File: config.mk
export PLATFORM = sky130hd
export DESIGN_NAME = lwcr_ram
export DESIGN_NICKNAME = d
export VERILOG_FILES = /design/src/sv/lwcr_ram.sv
export SDC_FILE = /design/constraint.sdc
export NUM_CORES = 2
export LEC_CHECK = 0
export ABC_AREA = 1
export BUFFER_PORTS_ARGS = -buffer_cell sky130_fd_sc_hd__buf_2
export CAP_MARGIN = 20
export CELL_PAD_IN_SITES_DETAIL_PLACEMENT = 1
export CELL_PAD_IN_SITES_GLOBAL_PLACEMENT = 1
export CORE_UTILIZATION = 47
export CTS_CLUSTER_DIAMETER = 60
export CTS_CLUSTER_SIZE = 30
export DETAILED_ROUTE_END_ITERATION = 10
export PLACE_DENSITY_LB_ADDON = 0.25
export SLEW_MARGIN = 20
export SYNTH_ARGS = -nofsm -noshare
export SYNTH_HDL_FRONTEND = slang
export SYNTH_SLANG_ARGS = --single-unit
File: constraint.sdc
create_clock -name i_clk -period 1.86 [get_ports i_clk]
set_input_delay 0.186 -clock i_clk [delete_from_list [all_inputs] [get_ports i_clk]]
set_output_delay 0.186 -clock i_clk [all_outputs]
set_load 0.01 [all_outputs]
File: src/sv/lwcr_ram.sv
// Generic single write port RAM with one registered read port.
// Stand-alone; used for the three weight tables of the core.
`timescale 1ns / 1ps
`default_nettype none
module lwcr_ram #(
    parameter int WIDTH = 17,
    parameter int DEPTH = 128
) (
    input  wire logic                     i_clk,
    input  wire logic                     i_we,
    input  wire logic [$clog2(DEPTH)-1:0] i_waddr,
    input  wire logic [WIDTH-1:0]         i_wdata,
    input  wire logic [$clog2(DEPTH)-1:0] i_raddr,
    output      logic [WIDTH-1:0]         o_rdata
);
    logic [WIDTH-1:0] r_mem [DEPTH];

    always_ff @(posedge i_clk) begin
        if (i_we) begin
            r_mem[i_waddr] <= i_wdata;
        end
        o_rdata <= r_mem[i_raddr];
    end
endmodule
`default_nettype wire

==> flow_metrics.tcl <==
set metrics [dict create \
    drt-initial-drc-count 6968 \
    p_sw_uw 24300 \
    grt_use_total_pct 30.8 \
    syn_area_per_cell_um2 12.2 \
    hold_path_class "in -> reg" \
    synth-main-ff-cell "edfxtp_1" \
    syn-num-nets 7238 \
    ys_seq_elements 2193 \
    slew_headroom_pct 49.9 \
    async_flop_share_pct 0 \
    synth-simple-area-share_pct 22.3 \
    synthTopCellsByCount "nand2_1, edfxtp_1, nand3_1, buf_2, nor2_1" \
    comb_power_share_pct 7.8 \
    drt-pass1-iter-count 6 \
    p_int_uw 74700 \
    setup_ws_ns -0.0176 \
    core_mm2 0.185 \
    ys_top_cells_by_area "edfxtp_1, nand3_1, nand2_1" \
    drc 0 \
    synth_edf_count 2176 \
    tightest_slew_ns 0.752 \
    placed_area_mm2 0.0970 \
    crit_arrival_ns 2.59 \
    yosysUniqueCellTypes 15 \
    required_ns 2.58 \
    cp-end-kind "register" \
    switching_share_pct 24.6 \
    fin_skew_ns 0.0327 \
    dpl.hpwl_um 186000 \
    h-tree-depth 4 \
    violations "negative setup slack" \
    yosysMostFrequentCell "nand2_1" \
    hold_violations 0 \
    clk_pin_slew_ns 0.10 \
    cts_root_buffer "clkbuf_16" \
    pwr-share-clk_pct 37.0 \
    die_y_um 434 \
    die_w_um 434 \
    holdWs_ns 0.0764 \
    grt_pass1_wl_um 424000 \
    synth_top_family_by_area "simple AND/OR/NAND/NOR gates" \
    mappedNetlistArea_mm2 0.0878 \
    status "finished, violations left" \
    synth_top_area_cell "edfxtp_1" \
    grt_pass1_vias 63400 \
    worstSetupPathType "reg -> reg" \
    cts_buffers 147 \
    fin_crit_ns 1.88 \
    synthMuxAreaShare_pct 0 \
    synthAdderAreaFrac_pct 0 \
    cts_tree "built" \
    post-route-period-util_pct 101 \
    drv_cap 0 \
    setup_violations 1 \
    clk-insertion-delay-late_ns 0.84 \
    die-area_mm2 0.189 \
    fmaxAchievable_ghz 0.533 \
    finalInstanceArea_mm2 0.103 \
    dr_total_vias 61700 \
    port_buffers 49 \
    num_io_pins 50 \
    yosys_warnings 0 \
    grt_max_degree 97 \
    synthCells 7205 \
    setup.worst_path.start_class "register" \
    irDropWorstVdd_v 0.000672 \
    ys_seq_area_share_pct 74.8 \
    row_count 158 \
    cp_max_fo 1 \
    routed_wl_um 291000 \
    drive_above_1_share_pct 13.4 \
    clk_path_buf_depth 3 \
    synth_compound_area_share_pct 0 \
    nets 7626 \
    antenna_left 0 \
    synth_top_area_share_pct 74.4 \
    initial_core_util_pct 47.4 \
    leakagePower_uw 0.0362 \
    seq_power_share_pct 55.1 \
    power_density_mw_per_mm2 965 \
    via_per_inst 6.05 \
    place.gp.congestion 0.887 \
    grt_overflow 0 \
    synth_xor_area_share_pct 0 \
    clock_sinks 2193 \
    areaGrowthSynthToFinish_pct 16.8 \
    antenna_found_initial 14 \
    wl_per_cell_um 28.5 \
    slew_viol_final 0 \
]
==> worst max-delay path, cell delays in order, from the launching register on <==
cell and delay [ns]:
edfxtp_1 0.39, nand2_1 0.09, nand3_1 0.06, nand3_1 0.08, nand3_1 0.19, nand3_1 0.26, nand3_1 0.19, nand3_1 0.37
nand2_1 0.11
==> sequential cells by signal, summed over array words and instances (netlist names) <==
name     flops
r_mem     2176
o_rdata     17
==> through the flow <==
step	worst slack (ns)	setup TNS [ns]	power (uW)	utilization, %	std cells
after floorplan	-0.0740	-95.03	59000	-	7205
after global routing	-0.0285	-0.0285	101000	55.3	10200
final	-0.0176	-0.0176	99000	55.3	10200
after global placement	-0.863	-13.46	63000	52.3	9906
after CTS	0.000240	0	99300	55.3	10200
after detailed placement	-0.877	-17.49	63300	52.3	9906
==> placed cells by master (no fill, tap or decap), drive strengths merged <==
cell type and n:
nand2 2216, clkinvlp 12, clkbuf 163, bufinv 12, nor2 134, nand3 2145, buf 706, nor3 8
edfxtp 2176, dlygate4sd3 18, inv 61, clkinv 47, diode 4, dfxtp 17
==> power groups by stage <==
stage	sequential, uW	clock [uW]	combinational (uW)
2_1_floorplan	55700	0	3310
3_3_place_gp	55700	0	7320
3_5_place_dp	55700	0	7580
4_1_cts	54600	37000	7680
5_1_grt	54600	38500	8200
6_report	54600	36700	7770
==> timing repair <==
item,4_1_cts,5_1_grt
hold buffers,18,0
gates resized for setup,4,11
buffers inserted,0,0
endpoints found under the hold margin,965,0
endpoints found under the setup margin,3,9
==> path summary, 6_finish.rpt <==
check	start	slack, ns	cells after the start	endpoint
worst min register to register	r_mem[84][5]	0.84	8	o_rdata[5]
worst max register to register	r_mem[64][0]	-0.02	8	o_rdata[0]
worst min-delay path	i_raddr[4]	0.08	6	o_rdata[5]
worst max-delay path	r_mem[64][0]	-0.02	8	o_rdata[0]
==> cell families (layout without fill, tap and decap cells) <==
logic type	count (synthesis)	after routing
and+or+nand+nor	4503	4503
other	0	4
DFF	2193	2193
buffers and inverters	509	1019
==> routing by layer <==
metal  up-vias  global-route usage (%)  wire length [um]
li1      26500                       -                 -
met1     32000                    41.6            117000
met2      2655                    50.0            140000
met3       525                    4.30             21000
met4         4                    12.9             13000
met5         -                       0                23
==> area by class of cell <==
class	count	area, um2
Timing Repair Buffer	724	8570
Clock buffer	163	3950
Multi-Input combinational cell	4503	19800
Fill cell	18700	82800
Sequential cell	2193	65700
Inverter	24	126
Clock inverter	108	1380
Tap cell	2480	3100
Antenna cell	4	10.0
(Power assumes the default switching activity.)
