### config.mk
export PLATFORM = sky130hd
export DESIGN_NAME = lwcr_div
export DESIGN_NICKNAME = d
export VERILOG_FILES = /design/src/sv/lwcr_div.sv
export SDC_FILE = /design/constraint.sdc
export NUM_CORES = 1
export LEC_CHECK = 0
export BUFFER_PORTS_ARGS = -buffer_cell sky130_fd_sc_hd__buf_2
export CORE_AREA = 4 4 100 102
export CTS_BUF_LIST = sky130_fd_sc_hd__clkbuf_16
export DETAILED_ROUTE_END_ITERATION = 10
export DIE_AREA = 0 0 104 106
export PLACE_DENSITY = 0.78
export REMOVE_ABC_BUFFERS = 1
export SYNTH_ARGS = -nofsm -noshare
export SYNTH_HDL_FRONTEND = slang
export SYNTH_SLANG_ARGS = --single-unit
### constraint.sdc
create_clock -name i_clk -period 2.7 [get_ports i_clk]
set_input_delay 0.54 -clock i_clk [delete_from_list [all_inputs] [get_ports i_clk]]
set_output_delay 0.54 -clock i_clk [all_outputs]
set_load 0.005 [all_outputs]
### src/sv/lwcr_div.sv
// Shared restoring divider, one quotient bit per cycle.
// Depends on no other file; no sub-modules.
`timescale 1ns / 1ps
`default_nettype none
module lwcr_div #(
    parameter int NUM_W = 37,
    parameter int DIV_W = 20
) (
    input  wire logic             i_clk,
    input  wire logic             i_rst_n,
    input  wire logic             i_start,
    input  wire logic [NUM_W-1:0] i_num,
    input  wire logic [DIV_W-1:0] i_den,
    output      logic             o_busy,
    output      logic             o_done,
    output      logic [NUM_W-1:0] o_quo
);
    localparam int CW = $clog2(NUM_W + 1);

    logic [NUM_W-1:0] r_q;
    logic [DIV_W-1:0] r_rem;
    logic [DIV_W-1:0] r_den;
    logic [CW-1:0]    r_cnt;
    logic             r_busy;
    logic             r_done;
    logic [DIV_W:0]   rem_sh;
    logic [DIV_W:0]   trial;
    logic             fits;

    assign rem_sh = {r_rem, r_q[NUM_W-1]};
    assign trial  = rem_sh - {1'b0, r_den};
    assign fits   = rem_sh >= {1'b0, r_den};

    always_ff @(posedge i_clk) begin
        if (!i_rst_n) begin
            r_busy <= 1'b0;
            r_done <= 1'b0;
            r_cnt  <= '0;
        end else begin
            r_done <= 1'b0;
            if (i_start) begin
                r_busy <= 1'b1;
                r_cnt  <= CW'(NUM_W);
            end else if (r_busy) begin
                r_cnt <= r_cnt - 1'b1;
                if (r_cnt == CW'(1)) begin
                    r_busy <= 1'b0;
                    r_done <= 1'b1;
                end
            end
        end
    end

    always_ff @(posedge i_clk) begin
        if (i_start) begin
            r_q   <= i_num;
            r_rem <= '0;
            r_den <= i_den;
        end else if (r_busy) begin
            r_q   <= {r_q[NUM_W-2:0], fits};
            r_rem <= fits ? trial[DIV_W-1:0] : rem_sh[DIV_W-1:0];
        end
    end

    assign o_busy = r_busy;
    assign o_done = r_done;
    assign o_quo  = r_q;
endmodule
`default_nettype wire

==> PnR_summary.wiki <==
{| class="wikitable"
! Metric !! Value
|-
| First-pass GRT wire length || 16560 µm
|-
| Combinational fraction of design power || 14.6%
|-
| Synthesized area per cell || 11.20 µm²
|-
| Crit. End Element || flop
|-
| 1st-iter DRT viols || 204
|-
| Row count || 35
|-
| Mean number of vias per cell || 5.524
|-
| Tcrit/Tclk final || between 90 and 100%
|-
| Min Tclk post-route || 2.477 ns
|-
| Sequential fraction of design power || a little under half
|-
| Path class of the lowest-slack min-delay path || primary input to flop
|-
| Leak pwr || 2.355 nW
|-
| Number of hold-repair buffers added at the cts stage || 0
|-
| Total Power Consumption || 3.317 mW
|-
| Max capacitance violation total || 0
|-
| Longest Clk Path Bufs || 2
|-
| Total gr overflow || 0
|-
| Final net count || slightly below 600
|-
| Later-pin clock latency in the skew report || 0.34 ns
|-
| First-pass iteration count of the detailed router || 4
|-
| Number of distinct standard cells referenced by the synthesized netlist || 51
|-
| Antenna diode count || 0
|-
| Synthesized area || around 4500 µm²
|-
| Endpoint required time on the critical path || 2.95 ns
|-
| Most used flip-flop cell after synthesis || edfxtp_1
|-
| Share of post-route cells with drive strength above 1 || around a third
|-
| # fillers || 773
|-
| Yosys synthesis warning count || 0
|-
| Area of the core || around 9100 µm²
|-
| Clock network power share || 38.3%
|-
| Mapped Cells || 402
|-
| Status || finished clean
|-
| Slew at the pin closest to its max-slew limit || around 1.2 ns
|-
| IR Drop Worst-Case VDD || 0.4788 mV
|-
| Aggregate routed wire length || 9920 µm
|-
| Portion of the post-synthesis area used by sequential elements || around 50%
|-
| Seq. cell area || 2272 µm²
|-
| Total negative slack for setup checks || 0 ns
|-
| H-Tree Depth || 3
|-
| CTS sink cnt || between 80 and 90
|-
| Global routing usage summed across all routing layers || 18.31%
|-
| Signed area change from the synthesized netlist to the final layout || 21.43%
|-
| Wire per inst || 15.95 µm
|-
| Area used by multi-input combinational logic || approximately 2000 µm²
|-
| Dpl hpwl || 7303 µm
|-
| Vias in the first global route || 3505
|-
| Async set-or-reset flop fraction in the synthesized netlist || 0%
|-
| Number of remaining DRC errors || 0
|-
| TritonCTS buffer count || 9
|-
| Cell at the root of the clock tree || clkbuf_16
|-
| Power Dens Cells || 606.7 nW/µm²
|-
| Number of routed nets with antenna violations || 0
|-
| Slew Limit Headroom || 21.81%
|-
| Number of top-level design ports || 99
|-
| RSZ-0062 raised after global routing || false
|-
| Maximum fanout along the worst path || 8
|-
| Post-Place Worst Slack || 0.2012 ns
|-
| Flip-flop and latch count after synthesis || 85
|-
| Total die area || 11020 µm²
|-
| Detailed-route via count || 3436
|-
| Setup violators final || 0
|-
| Internal Dissipation || 2.471 mW
|-
| Count of pins over their slew limit || 0
|-
| Commonest non-fill, non-tap cells in the layout || buf_2 (98), edfxtp_1 (57), mux2_2 (36), inv_1 (31), dfxtp_1 (28)
|-
| Max frequency || 403.7 MHz
|-
| Startpoint class of the critical path || flop
|-
| Count of buffers from port buffering || 98
|-
| Die X || roughly 100 µm
|-
| Routability congestion estimate from global placement || 0.8678
|-
| Category of the most critical setup path || flop to flop
|-
| Commonest non-fill, non-tap cell in the layout || buf_2
|-
| Switching power as a share of total power || about a quarter
|-
| Clock Skew || 0.01017 ns
|-
| Minimum setup slack in the final design || 0.2231 ns
|-
| Number of hold violations in the final report || 0
|-
| Clock transition time at the flip-flop clock pins of the worst setup and hold paths || around 0.070 ns
|-
| Endpoint arrival time on the critical path || between 2 and 3 ns
|-
| Net switching component of the power || roughly 850 µW
|-
| Number of flops mapped to enable cells by yosys || 57
|-
| Pin count of the biggest net entering global routing || 44
|-
| Vertical die dimension || 106 µm
|-
| Initial Util || 49.42%
|-
| Antenna violations before repair || 0
|-
| TritonCTS clock tree || done
|}
==> layout make-up <==
class	instances	share of cell area (%)
clock buffers	9	4.120
clock inverters	7	1.465
inverters	31	2.129
multi-input cells	269	37.33
flip-flops and latches	85	41.57
well taps	111	2.541
repair buffers	110	10.85
==> power groups by stage <==
stage	combinational, mW	sequential, mW	clock, mW
6_report	0.484	1.56	1.27
5_1_grt	0.541	1.58	1.34
4_1_cts	0.485	1.56	1.29
3_5_place_dp	0.481	1.59	0
3_3_place_gp	0.466	1.58	0
2_1_floorplan	0.277	1.59	0
==> per-stage QoR <==
step | utilization (%) | instance area (µm²) | std cells | hold WS, ns
after floorplan | - | 4425 | 385 | 0.4371
after global placement | 56.37 | 5135 | 603 | 0.4635
after detailed placement | 56.37 | 5135 | 603 | 0.4653
after CTS | 59.73 | 5440 | 619 | 0.3635
after global routing | 60.01 | 5466 | 622 | 0.3581
final | 60.01 | 5466 | 622 | 0.3737
==> cell families (layout without fill, tap and decap cells) <==
family	after synthesis	after routing	synth area share, %
xor+xnor	18	18	3.502
buf+inv	48	157	4.280
fa+ha+maj	23	23	6.559
simple gates	92	92	10.09
compound gates	91	91	14.09
flops	85	85	50.47
mux	45	45	11.01
==> critical path, cell delays in order, from the launching register on <==
cell	delay [ns]
dfxtp_1	0.33
ha_1	0.39
a21oi_2	0.21
o21ai_2	0.08
a31o_1	0.22
a211o_1	0.32
a31oi_4	0.28
buf_4	0.22
mux2i_1	0.08
a211oi_1	0.25
==> cells in the mapped netlist, types with 7 or more instances <==
cell type / count / area (µm²)
mux2_2: 36 / 405.4
xnor2_1: 12 / 105.1
edfxtp_1: 57 / 1712
nor3_1: 8 / 40.04
inv_1: 31 / 116.4
a32oi_1: 7 / 61.31
clkbuf_1: 8 / 30.03
dfxtp_1: 28 / 560.5
nand2_1: 23 / 86.33
nand3_1: 10 / 50.05
nand2b_1: 7 / 43.79
o21ai_0: 18 / 90.09
mux2i_1: 9 / 90.09
ha_1: 22 / 275.3
a21oi_1: 18 / 90.09
nor2_1: 23 / 86.33
==> repair_timing <==
action	CTS	global route
resized for setup	0	2
setup buffers	0	3
endpoints found under the setup margin	0	8
==> flip-flops by register name, summed over array words and instances (netlist names) <==
register  count
o_quo        37
r_den        20
r_rem        20
r_cnt         6
o_busy        1
o_done        1
==> final timing paths <==
kind | from | end | slack, ns | cells after the start
max | r_rem[13]$_SDFFE_PP0P_ | r_rem[5]$_SDFFE_PP0P_ | 0.22 | 9
min reg2reg | r_rem[19]$_SDFFE_PP0P_ | r_rem[19]$_SDFFE_PP0P_ | 0.49 | 2
min | i_den[6] | r_den[6]$_DFFE_PP_ | 0.37 | 1
max reg2reg | r_rem[13]$_SDFFE_PP0P_ | r_rem[5]$_SDFFE_PP0P_ | 0.22 | 9
==> routing by layer <==
metal | wire (µm) | vias up | GRT usage (%)
met5 | 0 | - | 0
met4 | 111 | 0 | 5.033
met3 | 666 | 8 | 5.039
met2 | 4922 | 114 | 32.45
met1 | 4220 | 1610 | 21.92
li1 | - | 1704 | -
(Power assumes the default switching activity.)
